**config.mk**
```make
export PLATFORM = sky130hd
export DESIGN_NAME = date_time_string_parse_validate_flat
export DESIGN_NICKNAME = d
export VERILOG_FILES = /design/src/rtl/dtsp_pkg.sv /design/src/rtl/dtsp_req_if.sv /design/src/rtl/dtsp_rsp_if.sv /design/src/rtl/dtsp_cell.sv /design/src/rtl/date_time_string_parse_validate.sv /design/src/flat_wrapper.sv
export VERILOG_INCLUDE_DIRS = /design/src /design/src/rtl
export SDC_FILE = /design/constraint.sdc
export NUM_CORES = 1
export LEC_CHECK = 0
export BUFFER_PORTS_ARGS = -buffer_cell sky130_fd_sc_hd__buf_2
export CAP_MARGIN = 15
export CORE_ASPECT_RATIO = 1.4
export CORE_MARGIN = 3
export CORE_UTILIZATION = 60
export CTS_BUF_LIST = sky130_fd_sc_hd__clkbuf_2 sky130_fd_sc_hd__clkbuf_4 sky130_fd_sc_hd__clkbuf_8
export DETAILED_ROUTE_END_ITERATION = 10
export GPL_ROUTABILITY_DRIVEN = 0
export PLACE_DENSITY_LB_ADDON = 0.1
export SLEW_MARGIN = 20
export SYNTH_ARGS = -nofsm -noshare
export SYNTH_HDL_FRONTEND = slang
export SYNTH_HIERARCHICAL = 1
export SYNTH_SLANG_ARGS = --single-unit
```
**constraint.sdc**
```tcl
create_clock -name clock -period 12.1 [get_ports clock]
set_input_delay 1.21 -clock clock [delete_from_list [all_inputs] [get_ports clock]]
set_output_delay 1.21 -clock clock [all_outputs]
set_load 0.005 [all_outputs]
```
**src/rtl/date_time_string_parse_validate_macros.svh**
```systemverilog
// Assertion macros for the date stamp parser.
// Each assertion samples on the rising edge of clock and is disabled in reset.
`ifndef DATE_TIME_STRING_PARSE_VALIDATE_MACROS_SVH
`define DATE_TIME_STRING_PARSE_VALIDATE_MACROS_SVH

`ifndef SYNTH

// Same-cycle implication.
`define DTSP_ASSERT_IMP(label, ante, cons) \
   label: assert property (@(posedge clock) disable iff (reset) (ante) |-> (cons)) \
      else $error("assertion failed: label");

// Next-cycle implication.
`define DTSP_ASSERT_NXT(label, ante, cons) \
   label: assert property (@(posedge clock) disable iff (reset) (ante) |=> (cons)) \
      else $error("assertion failed: label");

`else

`define DTSP_ASSERT_IMP(label, ante, cons)
`define DTSP_ASSERT_NXT(label, ante, cons)

`endif

`endif

```
**src/rtl/dtsp_pkg.sv**
```systemverilog
`timescale 1ns / 1ps

package dtsp_pkg;

   localparam int StampLen   = 16;
   localparam int CharWidth  = 8;
   localparam int DigitWidth = 4;

   // Character positions of the separators in "YYYY-MM-DD/HH:MM".
   localparam int PosDashYear  = 4;
   localparam int PosDashMonth = 7;
   localparam int PosSlash     = 10;
   localparam int PosColon     = 13;

   localparam logic [CharWidth-1:0] CharZero  = 8'h30;
   localparam logic [CharWidth-1:0] CharNine  = 8'h39;
   localparam logic [CharWidth-1:0] CharDash  = 8'h2D;
   localparam logic [CharWidth-1:0] CharSlash = 8'h2F;
   localparam logic [CharWidth-1:0] CharColon = 8'h3A;

   // What one cell reports about the character it holds.
   typedef struct packed {
      logic                  filled;
      logic                  is_digit;
      logic [DigitWidth-1:0] digit;
      logic                  is_dash;
      logic                  is_slash;
      logic                  is_colon;
   } cell_stat_type;

   typedef struct packed {
      logic        date_valid;
      logic [13:0] year_value;
      logic [3:0]  month_value;
      logic [4:0]  day_value;
      logic [4:0]  hour_value;
      logic [5:0]  minute_value;
   } rsp_data_type;

   // Value of two decimal digits, 0 to 99.
   function automatic logic [6:0] two_digit_f(input logic [DigitWidth-1:0] tens,
                                               input logic [DigitWidth-1:0] ones);
      return 7'(tens) * 7'd10 + 7'(ones);
   endfunction

   // A two-digit decimal number 10a+b is divisible by 4 exactly when 2a+b is.
   function automatic logic div4_f(input logic [DigitWidth-1:0] tens,
                                   input logic [DigitWidth-1:0] ones);
      logic [1:0] low;
      low = {tens[0], 1'b0} + ones[1:0];
      return low == 2'd0;
   endfunction

   // Gregorian leap rule from the four year digits: a century year is leap
   // when its century is divisible by 4, any other year when its last two
   // digits are.
   function automatic logic leap_f(input logic [DigitWidth-1:0] d0,
                                   input logic [DigitWidth-1:0] d1,
                                   input logic [DigitWidth-1:0] d2,
                                   input logic [DigitWidth-1:0] d3);
      logic century;
      century = (d2 == '0) && (d3 == '0);
      return century ? div4_f(d0, d1) : div4_f(d2, d3);
   endfunction

   function automatic logic [4:0] month_days_f(input logic [6:0] month, input logic leap);
      logic [4:0] days;
      case (month) inside
         7'd4, 7'd6, 7'd9, 7'd11: days = 5'd30;
         7'd2:                    days = leap ? 5'd29 : 5'd28;
         default:                 days = 5'd31;
      endcase
      return days;
   endfunction

endpackage

```
**src/rtl/dtsp_req_if.sv**
```systemverilog
`timescale 1ns / 1ps

interface dtsp_req_if import dtsp_pkg::*; ();
   logic                 valid;
   logic                 ready;
   logic [CharWidth-1:0] char_code;
   logic                 last_char;

   modport source (output valid, output char_code, output last_char, input ready);
   modport sink   (input valid, input char_code, input last_char, output ready);
endinterface

```
**src/rtl/dtsp_rsp_if.sv**
```systemverilog
`timescale 1ns / 1ps

interface dtsp_rsp_if;
   logic        valid;
   logic        ready;
   logic        date_valid;
   logic [13:0] year_value;
   logic [3:0]  month_value;
   logic [4:0]  day_value;
   logic [4:0]  hour_value;
   logic [5:0]  minute_value;

   modport source (output valid, output date_valid, output year_value, output month_value,
                   output day_value, output hour_value, output minute_value, input ready);
   modport sink   (input valid, input date_valid, input year_value, input month_value,
                   input day_value, input hour_value, input minute_value, output ready);
endinterface

```
**src/rtl/dtsp_cell.sv**
```systemverilog
`timescale 1ns / 1ps

module dtsp_cell
   import dtsp_pkg::*;
(
   input  logic                 clock,
   input  logic                 reset,
   input  logic                 shift_en,
   input  logic                 flush,
   input  logic [CharWidth-1:0] char_in,
   input  logic                 filled_in,
   output logic [CharWidth-1:0] char_out,
   output cell_stat_type        status
);

   logic [CharWidth-1:0] char_ff;
   logic                 filled_ff;

   always_ff @(posedge clock) begin
      if (reset) begin
         filled_ff <= 1'b0;
      end else if (shift_en) begin
         filled_ff <= filled_in;
      end else if (flush) begin
         filled_ff <= 1'b0;
      end
   end

   always_ff @(posedge clock) begin
      if (shift_en) begin
         char_ff <= char_in;
      end
   end

   // Digits '0' to '9' carry their value in the low nibble.
   always_comb begin
      status.filled   = filled_ff;
      status.is_digit = (char_ff >= CharZero) && (char_ff <= CharNine);
      status.digit    = char_ff[DigitWidth-1:0];
      status.is_dash  = char_ff == CharDash;
      status.is_slash = char_ff == CharSlash;
      status.is_colon = char_ff == CharColon;
   end

   assign char_out = char_ff;

endmodule

```
**src/rtl/date_time_string_parse_validate.sv**
```systemverilog
`timescale 1ns / 1ps

// Date stamp parser and validator. Characters of a "YYYY-MM-DD/HH:MM" stamp
// arrive one per beat on req_ch, with last_char set on the final one, and
// each stamp yields exactly one beat on rsp_ch. The characters enter a row of
// sixteen cells that shifts by one on every accepted beat and stops once it
// holds sixteen characters, so any later characters are dropped. Once the
// last character is in, the stamp is marked pending; as soon as the output
// register is free, the row is checked as a whole (separators, digits, year
// 1000 to 9999, month 1 to 12, day against the month length with the
// Gregorian leap rule, hour to 23, minute to 59), the verdict is loaded into
// the output register and the row is emptied. A failed check or a stamp
// shorter than sixteen characters gives a beat with every field zero. The
// block takes one character per cycle without gaps, also across stamp
// boundaries, except for the stall below. The output register presents the
// result beat on rsp_ch. The only stall comes from the output register:
// while it holds an untaken result and a second finished stamp waits for
// it, req_ch.ready is low.
module date_time_string_parse_validate
   import dtsp_pkg::*;
(
   input logic       clock,
   input logic       reset,
   dtsp_req_if.sink   req_ch,
   dtsp_rsp_if.source rsp_ch
);

   `include "date_time_string_parse_validate_macros.svh"

   // Cell k holds the character that arrived k beats before the newest one,
   // so once the row is full, stamp position p sits in cell StampLen-1-p.
   logic [CharWidth-1:0] cell_char [StampLen];
   cell_stat_type        cell_stat [StampLen];
   logic [StampLen-1:0]  filled_vec;

   logic         req_fire;
   logic         row_full;
   logic         shift_en;
   logic         flush;
   logic         out_free;
   logic         eval_pending_ff;
   logic         eval_pending_in;
   logic         rsp_valid_ff;
   logic         rsp_valid_in;
   rsp_data_type rsp_data_ff;
   rsp_data_type rsp_data_in;

   // Handshake and row control.
   assign out_free      = !rsp_valid_ff || rsp_ch.ready;
   assign req_ch.ready  = !eval_pending_ff || out_free;
   assign req_fire      = req_ch.valid && req_ch.ready;
   assign flush         = eval_pending_ff && out_free;
   assign row_full      = cell_stat[StampLen-1].filled;
   // Past the sixteenth character the row freezes; a flush reopens it so the
   // first character of the next stamp can enter in the same cycle.
   assign shift_en      = req_fire && (!row_full || flush);

   assign eval_pending_in = (req_fire && req_ch.last_char) || (eval_pending_ff && !out_free);

   always_ff @(posedge clock) begin
      if (reset) begin
         eval_pending_ff <= 1'b0;
      end else begin
         eval_pending_ff <= eval_pending_in;
      end
   end

   // The row of cells. A flush empties every cell; the first takes the
   // incoming character when there is one.
   genvar gi;
   generate
      for (gi = 0; gi < StampLen; gi++) begin : g_cell
         if (gi == 0) begin : g_head
            dtsp_cell u_cell (
               .clock     (clock),
               .reset     (reset),
               .shift_en  (shift_en),
               .flush     (flush),
               .char_in   (req_ch.char_code),
               .filled_in (1'b1),
               .char_out  (cell_char[gi]),
               .status    (cell_stat[gi])
            );
         end else begin : g_body
            dtsp_cell u_cell (
               .clock     (clock),
               .reset     (reset),
               .shift_en  (shift_en),
               .flush     (flush),
               .char_in   (cell_char[gi-1]),
               .filled_in (cell_stat[gi-1].filled && !flush),
               .char_out  (cell_char[gi]),
               .status    (cell_stat[gi])
            );
         end
         assign filled_vec[gi] = cell_stat[gi].filled;
      end
   endgenerate

   // Checks over the whole row. The position of each character is fixed by
   // its cell, so the format test is a set of independent per-cell checks.
   logic                  format_ok;
   logic [DigitWidth-1:0] dg [StampLen];
   logic [6:0]            cent_val;
   logic [6:0]            yy_val;
   logic [6:0]            month_val;
   logic [6:0]            day_val;
   logic [6:0]            hour_val;
   logic [6:0]            minute_val;
   logic [13:0]           year_val;
   logic                  leap;
   logic [4:0]            days_in_month;
   logic                  range_ok;

   always_comb begin
      format_ok = row_full;
      for (int p = 0; p < StampLen; p++) begin
         dg[p] = cell_stat[StampLen-1-p].digit;
         case (p) inside
            PosDashYear, PosDashMonth: format_ok &= cell_stat[StampLen-1-p].is_dash;
            PosSlash:                  format_ok &= cell_stat[StampLen-1-p].is_slash;
            PosColon:                  format_ok &= cell_stat[StampLen-1-p].is_colon;
            default:                   format_ok &= cell_stat[StampLen-1-p].is_digit;
         endcase
      end

      cent_val      = two_digit_f(dg[0], dg[1]);
      yy_val        = two_digit_f(dg[2], dg[3]);
      month_val     = two_digit_f(dg[5], dg[6]);
      day_val       = two_digit_f(dg[8], dg[9]);
      hour_val      = two_digit_f(dg[11], dg[12]);
      minute_val    = two_digit_f(dg[14], dg[15]);
      year_val      = 14'(cent_val) * 14'd100 + 14'(yy_val);
      leap          = leap_f(dg[0], dg[1], dg[2], dg[3]);
      days_in_month = month_days_f(month_val, leap);

      // With four digits the year is never above 9999, and it reaches 1000
      // exactly when the leading digit is not zero.
      range_ok = (dg[0] != '0)
              && (month_val >= 7'd1) && (month_val <= 7'd12)
              && (day_val >= 7'd1) && (day_val <= 7'(days_in_month))
              && (hour_val <= 7'd23) && (minute_val <= 7'd59);

      rsp_data_in = '0;
      if (format_ok && range_ok) begin
         rsp_data_in.date_valid   = 1'b1;
         rsp_data_in.year_value   = year_val;
         rsp_data_in.month_value  = month_val[3:0];
         rsp_data_in.day_value    = day_val[4:0];
         rsp_data_in.hour_value   = hour_val[4:0];
         rsp_data_in.minute_value = minute_val[5:0];
      end
   end

   // Output register: loaded on a flush, held while the sink stalls.
   assign rsp_valid_in = flush || (rsp_valid_ff && !rsp_ch.ready);

   always_ff @(posedge clock) begin
      if (reset) begin
         rsp_valid_ff <= 1'b0;
      end else begin
         rsp_valid_ff <= rsp_valid_in;
      end
   end

   always_ff @(posedge clock) begin
      if (flush) begin
         rsp_data_ff <= rsp_data_in;
      end
   end

   assign rsp_ch.valid        = rsp_valid_ff;
   assign rsp_ch.date_valid   = rsp_data_ff.date_valid;
   assign rsp_ch.year_value   = rsp_data_ff.year_value;
   assign rsp_ch.month_value  = rsp_data_ff.month_value;
   assign rsp_ch.day_value    = rsp_data_ff.day_value;
   assign rsp_ch.hour_value   = rsp_data_ff.hour_value;
   assign rsp_ch.minute_value = rsp_data_ff.minute_value;

   // A flushed stamp always reaches the output register in the next cycle.
   `DTSP_ASSERT_NXT(a_flush_loads_output, flush, rsp_valid_ff)
   // The input side only stalls behind a finished stamp.
   `DTSP_ASSERT_IMP(a_stall_needs_pending, !req_ch.ready, eval_pending_ff && rsp_valid_ff)
   // After a flush at most the first cell holds a character.
   `DTSP_ASSERT_NXT(a_flush_empties_row, flush, $countones(filled_vec[StampLen-1:1]) == 0)
   // A rejected stamp carries all-zero fields.
   `DTSP_ASSERT_IMP(a_invalid_is_zero, rsp_valid_ff && !rsp_data_ff.date_valid,
                    rsp_data_ff == '0)
   // An accepted stamp has a real month and a year of at least 1000.
   `DTSP_ASSERT_IMP(a_valid_ranges, rsp_valid_ff && rsp_data_ff.date_valid,
                    rsp_data_ff.month_value >= 4'd1 && rsp_data_ff.month_value <= 4'd12
                    && rsp_data_ff.year_value >= 14'd1000)

endmodule

```
**src/flat_wrapper.sv**
```systemverilog
// flat-port wrapper written by rule: the top's interface ports become plain ports
module date_time_string_parse_validate_flat import dtsp_pkg::*;
  (clock, reset, req_ch_valid, req_ch_char_code, req_ch_last_char, req_ch_ready, rsp_ch_valid, rsp_ch_date_valid, rsp_ch_year_value, rsp_ch_month_value, rsp_ch_day_value, rsp_ch_hour_value, rsp_ch_minute_value, rsp_ch_ready);
  dtsp_req_if req_ch_i ();
  dtsp_rsp_if rsp_ch_i ();
  input logic clock;
  input logic reset;
  input wire logic [$bits(req_ch_i.valid)-1:0] req_ch_valid;
  input wire logic [$bits(req_ch_i.char_code)-1:0] req_ch_char_code;
  input wire logic [$bits(req_ch_i.last_char)-1:0] req_ch_last_char;
  output wire logic [$bits(req_ch_i.ready)-1:0] req_ch_ready;
  output wire logic [$bits(rsp_ch_i.valid)-1:0] rsp_ch_valid;
  output wire logic [$bits(rsp_ch_i.date_valid)-1:0] rsp_ch_date_valid;
  output wire logic [$bits(rsp_ch_i.year_value)-1:0] rsp_ch_year_value;
  output wire logic [$bits(rsp_ch_i.month_value)-1:0] rsp_ch_month_value;
  output wire logic [$bits(rsp_ch_i.day_value)-1:0] rsp_ch_day_value;
  output wire logic [$bits(rsp_ch_i.hour_value)-1:0] rsp_ch_hour_value;
  output wire logic [$bits(rsp_ch_i.minute_value)-1:0] rsp_ch_minute_value;
  input wire logic [$bits(rsp_ch_i.ready)-1:0] rsp_ch_ready;
  assign req_ch_i.valid = req_ch_valid;
  assign req_ch_i.char_code = req_ch_char_code;
  assign req_ch_i.last_char = req_ch_last_char;
  assign req_ch_ready = req_ch_i.ready;
  assign rsp_ch_valid = rsp_ch_i.valid;
  assign rsp_ch_date_valid = rsp_ch_i.date_valid;
  assign rsp_ch_year_value = rsp_ch_i.year_value;
  assign rsp_ch_month_value = rsp_ch_i.month_value;
  assign rsp_ch_day_value = rsp_ch_i.day_value;
  assign rsp_ch_hour_value = rsp_ch_i.hour_value;
  assign rsp_ch_minute_value = rsp_ch_i.minute_value;
  assign rsp_ch_i.ready = rsp_ch_ready;
  date_time_string_parse_validate u_core (.clock(clock), .reset(reset), .req_ch(req_ch_i), .rsp_ch(rsp_ch_i));
endmodule
```
==> flow_metrics.env, run 1 <==
export IMPL_vdd_ir_drop_max_uv=128
export IMPL_power_leakage_nw=3.77
export IMPL_cts_root_buf="clkbuf_8"
export IMPL_postCtsSetupRepairBufs=0
export IMPL_finalHoldViolCount=0
export IMPL_crit_slowest_cell="edfxtp_1"
export IMPL_combPwrFrac_pct=27.6
export IMPL_end_kind="flip-flop"
export IMPL_track_usage_pct=18.9
export IMPL_place_detailed_hpwl_mm=11.1
export IMPL_wl_met1_mm=6.19
export IMPL_cp_top_family="adder cells"
export IMPL_ant_nets=0
export IMPL_grt_max_degree=95
export IMPL_insertion_delay_ps=450
export IMPL_hold_slack_ps=438
export IMPL_grt_setup_unrepaired="false"
export IMPL_status="complete, no violations"
export IMPL_netlist_area_mm2=0.00924
export IMPL_clock_power_share_pct=26.2
export IMPL_routed_wl_mm=15.4
export IMPL_core_area_mm2=0.0151
export IMPL_cp_required_ps=12280
export IMPL_final_max_slew_viol_count=0
export IMPL_start_util_pct=61.4
export IMPL_setup_violations=0
export IMPL_slowest_delay_ps=490
export IMPL_fmax_mhz=209
export IMPL_vias=5079
export IMPL_rows=53
export IMPL_cts_made_buffers=17
export IMPL_yosysWarnings=6
export IMPL_num_io_pins=50
export IMPL_wl_per_cell_um=17.4
export IMPL_first_global_vias=5288
export IMPL_switching_power_mw=0.493
export IMPL_fin_crit_sh_pct=39.5
export IMPL_design_die_area_mm2=0.0170
export IMPL_maxCapViolations=0
export IMPL_syn_to_final_growth_pct=4.20
export IMPL_die_w_um=111
export IMPL_p_sw_share_pct=31.2
export IMPL_power_density_mw_per_mm2=164
export IMPL_critPathLaunchType="flip-flop"
export IMPL_critPathBufInv=0
export IMPL_critPathKind="reg2reg"
export IMPL_crit_path_max_fanout=5
export IMPL_drt_iter0_drc=254
export IMPL_die_y_um=153
export IMPL_routed_via_density=5.72
export IMPL_antenna_cells=0
export IMPL_ctsResizeCount=0
export IMPL_slew_limit_headroom_pct=43.1
export IMPL_cts_sinks=181
export IMPL_setup_tns_final_ps=0
export IMPL_drive_above_1_share_pct=16.5
export IMPL_place_port_buffers=49
export IMPL_firstDrtPassIters=4
export IMPL_tritoncts="built"
export IMPL_grt_pass1_wl_mm=25.7
export IMPL_route_detailed_drc=0
export IMPL_avgSynthCellArea_um2=13.5
export IMPL_hold_path_class="reg2reg"
export IMPL_antenna_found_initial=0
export IMPL_final_nets=781
export IMPL_path_cells="ha_1 -> ha_1 -> fa_1 -> xnor2_1 -> ha_1 -> ha_1 -> ha_1 -> ha_1 -> o21ai_0 -> or2_2 -> o311ai_1 -> and4b_1 -> xnor3_1 -> nor3b_1"
export IMPL_power_share_sequential_pct=46.2
export IMPL_h_tree_depth=4
export IMPL_clockBufferDepth=2
export IMPL_top_layer="met4"
export IMPL_hold_buffers=0
export IMPL_met3_wirelength_um=384
export IMPL_clock_skew_ps=15.6
export IMPL_crit_top_cell="ha_1"
export IMPL_met2WireLength_mm=8.58
export IMPL_total_power_mw=1.58
export IMPL_final_common_cell="edfxtp_1"
export IMPL_final_cell_mix="edfxtp_1 (163), ha_1 (69), buf_2 (49)"
export IMPL_clkTransAtPathRegs_ps=100
export IMPL_internal_power_mw=1.09
export IMPL_worstMarginPinSlew_ps=853
export IMPL_synth_cells=685
export IMPL_period_minus_slack_ps=4780
export IMPL_arrival_ps=4960
export IMPL_syn_nets=782
export IMPL_grt_remaining_overflow=0
worst paths after layout:
kind | startpoint | to | slack, ps | depth (start not counted)
min reg2reg | u_core/g_cell[10].g_body.u_cell/char_out[5] | u_core/g_cell[11].g_body.u_cell/char_out[5] | 440 | 0
max reg2reg | u_core/g_cell[15].g_body.u_cell/char_out[1] | u_core/rsp_ch.year_value[13] | 7320 | 14
max | u_core/g_cell[15].g_body.u_cell/char_out[1] | u_core/rsp_ch.year_value[13] | 7320 | 14
min | u_core/g_cell[10].g_body.u_cell/char_out[5] | u_core/g_cell[11].g_body.u_cell/char_out[5] | 440 | 0
cell type report:
cell class                 instances  area [µm²]
multi-input combinational        404        3350
clock inverter                    13         164
inverter                          28         105
timing repair buffer              52         272
clock buffer                      18         241
sequential                       181        5260
fill                            1149        5420
tap                              192         240
power groups by stage:
stage / clock, mW / combinational, mW / sequential (mW)
CTS: 0.427 / 0.437 / 0.729
global route: 0.449 / 0.494 / 0.733
floorplan: 0 / 0.363 / 0.736
finish: 0.414 / 0.435 / 0.729
global placement: 0 / 0.420 / 0.742
detailed placement: 0 / 0.432 / 0.744
layer usage:
metal | vias to the layer above | global-route usage (%)
li1 | 2471 | -
met2 | 78 | 34.5
met1 | 2512 | 22.5
met4 | 0 | 6.34
met5 | - | 0
met3 | 18 | 3.52
per-stage QoR:
step | setup WS [ps] | instances | utilization [%] | area (µm²)
2_1_floorplan | 6760 | 685 | - | 9240
3_3_place_gp | 7490 | 857 | 61.3 | 9220
3_5_place_dp | 7330 | 857 | 61.3 | 9220
4_1_cts | 7300 | 888 | 64.0 | 9630
5_1_grt | 7040 | 888 | 64.0 | 9630
6_report | 7320 | 888 | 64.0 | 9630
sequential cells by signal, summed over array words and instances, names as in the netlist:
signal,flops
u_core/rsp_ch.valid,1
u_core/g_cell.g_head.u_cell/filled_ff,1
u_core/eval_pending_ff,1
u_core/rsp_ch.year_value,14
u_core/rsp_ch.date_valid,1
u_core/g_cell.g_head.u_cell/char_out,8
u_core/g_cell.g_body.u_cell/filled_ff,15
u_core/rsp_ch.month_value,4
u_core/rsp_ch.day_value,5
u_core/rsp_ch.minute_value,6
u_core/rsp_ch.hour_value,5
u_core/g_cell.g_body.u_cell/char_out,120
Note: power is estimated with default switching activity, not from simulation.
==> inputs of run 2 (changes only) <==
- ABC_AREA: unset -> 1
- CORE_UTILIZATION: 60 -> 58
- clock period: 12.1 -> 3.9 ns (I/O delays scaled with it)
==> run 2 against run 1 <==
Against the previous run:
- combinational power rose to 4.7 times the previous value
- global-route usage down 0.63 points
- worst hold slack got worse by 330 ps
- synthesized cell count rose by 40%
- register-to-register slack worse by 7300 ps
- maximum frequency increased by 24%
- clock-buffer cell count shrank 1
- largest cell class unchanged
- worst setup slack got worse by 7300 ps
- power rose to 3.5 times the previous value
- clock skew increased by 2.1 ps
==> flow_metrics.env, run 2 <==
export IMPL_critPathLaunchType="flip-flop"
export IMPL_num_io_pins=50
export IMPL_arrival_ps=4050
export IMPL_crit_top_cell="ha_4"
export IMPL_dp_cells=1206
export IMPL_grt_max_degree=84
export IMPL_holdPathStages=1
export IMPL_register_area_mm2=0.00526
export IMPL_drive_above_1_share_pct=27.5
export IMPL_cp_top_family="adder cells"
export IMPL_h_tree_depth=4
export IMPL_r2r_cells=18
export IMPL_slew_limit_headroom_pct=29.7
export IMPL_routed_via_density=5.01
export IMPL_antenna_cells=0
export IMPL_critPathKind="reg2reg"
export IMPL_grt_setup_unrepaired="true"
export IMPL_crit_path_max_fanout=6
export IMPL_crit_slowest_cell="fa_1"
export IMPL_path_cells="ha_1 -> ha_2 -> fa_1 -> xor2_2 -> xor2_2 -> ha_4 -> ha_4 -> ha_4 -> ha_4 -> nand2_1 -> inv_1 -> nand4_1 -> nand3_1 -> nand2_1 -> nand2_1 -> inv_1 -> nor2_1 -> nor2_1"
export IMPL_avgSynthCellArea_um2=10.7
export IMPL_wl_met1_mm=7.13
export IMPL_rows=57
export IMPL_final_cells=1246
export IMPL_reg2reg_to="u_core/rsp_ch.year_value[12]"
export IMPL_top_layer="met4"
export IMPL_largest_reg_flops=120
export IMPL_fin_crit_sh_pct=98.5
export IMPL_netlist_area_mm2=0.0103
export IMPL_met2WireLength_mm=9.60
export IMPL_hold_buffers=0
export IMPL_tritoncts="built"
export IMPL_finalHoldViolCount=0
export IMPL_core_area_mm2=0.0174
export IMPL_vdd_ir_drop_max_uv=318
export IMPL_drt_iter0_drc=302
export IMPL_synth_cells=962
export IMPL_maxCapViolations=0
export IMPL_fin_ws_ps=57.8
export IMPL_fmax_mhz=260
export IMPL_clkTransAtPathRegs_ps=90
export IMPL_hold_end="u_core/g_cell[0].g_head.u_cell/char_out[2]"
export IMPL_reg2reg_slack_ps=60
export IMPL_power_leakage_nw=4.81
export IMPL_r2r_start="u_core/g_cell[15].g_body.u_cell/char_out[3]"
export IMPL_place_detailed_hpwl_mm=12.7
export IMPL_firstDrtPassIters=4
export IMPL_critPathBufInv=2
export IMPL_final_nets=1095
export IMPL_ant_nets=0
export IMPL_syn_to_final_growth_pct=10.4
export IMPL_final_cell_mix="edfxtp_1 (163), nand2_1 (153), inv_1 (113)"
export IMPL_cts_sinks=181
export IMPL_final_common_cell="edfxtp_1"
export IMPL_track_usage_pct=18.3
export IMPL_cp_required_ps=4110
export IMPL_power_density_mw_per_mm2=489
export IMPL_antenna_found_initial=0
export IMPL_multiInputGateArea_mm2=0.00436
export IMPL_design_die_area_mm2=0.0194
export IMPL_clock_skew_ps=17.7
export IMPL_min_from="req_ch_char_code[2]"
export IMPL_setup_tns_final_ps=0
export IMPL_start_util_pct=59.3
export IMPL_place_port_buffers=49
export IMPL_fillers=1375
export IMPL_yosysWarnings=6
export IMPL_vias=6244
export IMPL_grt_pass1_wl_mm=28.3
export IMPL_final_max_slew_viol_count=0
export IMPL_cts_root_buf="clkbuf_8"
export IMPL_pre_cts_slack_ps=2.66
export IMPL_end_kind="flip-flop"
export IMPL_hold_path_class="in2reg"
export IMPL_worstMarginPinSlew_ps=1050
export IMPL_routed_wl_mm=17.4
export IMPL_wl_per_cell_um=14.0
export IMPL_first_global_vias=6128
export IMPL_clockBufferDepth=2
export IMPL_die_y_um=164
export IMPL_cts_made_buffers=17
export IMPL_met3_wirelength_um=477
export IMPL_insertion_delay_ps=460
export IMPL_route_detailed_drc=0
export IMPL_setup_violations=0
export IMPL_total_power_mw=5.57
export IMPL_slowest_delay_ps=460
export IMPL_status="complete, no violations"
export IMPL_grt_remaining_overflow=0
export IMPL_syn_nets=1059
export IMPL_die_w_um=119
export IMPL_period_minus_slack_ps=3840
[run 2: stage by stage]
stage          hold WS, ps  util (%)  instance area (µm²)
2_1_floorplan          417         -                10400
3_3_place_gp           421      61.4                10700
3_5_place_dp           430      61.4                10700
4_1_cts               63.4      63.7                11100
5_1_grt               62.2      65.5                11400
6_report               107      65.5                11400
[run 2: worst max-delay path by stage]
stage                                                start                           end  slack [ps]  cells after the start
6_report       u_core/g_cell[15].g_body.u_cell/char_out[3]  u_core/rsp_ch.year_value[12]          60                     18
5_1_grt        u_core/g_cell[15].g_body.u_cell/char_out[3]  u_core/rsp_ch.year_value[12]        -170                     19
4_1_cts        u_core/g_cell[15].g_body.u_cell/char_out[0]  u_core/rsp_ch.year_value[12]           8                     16
3_5_place_dp   u_core/g_cell[10].g_body.u_cell/char_out[1]   u_core/rsp_ch.hour_value[2]           3                     24
3_3_place_gp   u_core/g_cell[10].g_body.u_cell/char_out[1]   u_core/rsp_ch.hour_value[2]          20                     24
2_1_floorplan  u_core/g_cell[15].g_body.u_cell/char_out[2]  u_core/rsp_ch.year_value[13]          40                     18
[run 2: cell type report]
type                    count  area share (%)
clock inverters            14            1.33
flip-flops and latches    181            46.1
clock buffers              17            2.05
multi-input cells         576            38.3
well taps                 236            2.59
repair buffers             86            5.15
inverters                 136            4.48
[run 2: layer usage]
metal,up-vias,global-route usage (%)
li1,3177,-
met1,2968,20.8
met2,80,34.3
met3,19,4.10
met4,0,5.59
met5,-,0
[run 2: worst reg2reg max path, delay by kind of cell (launching register included)]
kind	cells	cell delay [ps]
buf+inv	2	130
flops	1	390
xor+xnor	2	540
simple gates	7	560
fa+ha+maj	7	1980
[run 2: repair_timing]
| action | in CTS | in global routing |
|---|---|---|
| pin swaps | 0 | 35 |
| setup endpoints to repair | 8 | 34 |
| gates resized for setup | 2 | 50 |
| cloned | 0 | 2 |
| setup buffers | 0 | 7 |
[run 2: power breakdown]
group          internal (mW)  leakage, nW  total [mW]  switching, mW
registers               2.21         1.78        2.29         0.0791
clock network          0.575        0.192        1.25          0.676
logic                  0.860         2.84        2.04           1.18
total                   3.64         4.81        5.57           1.93
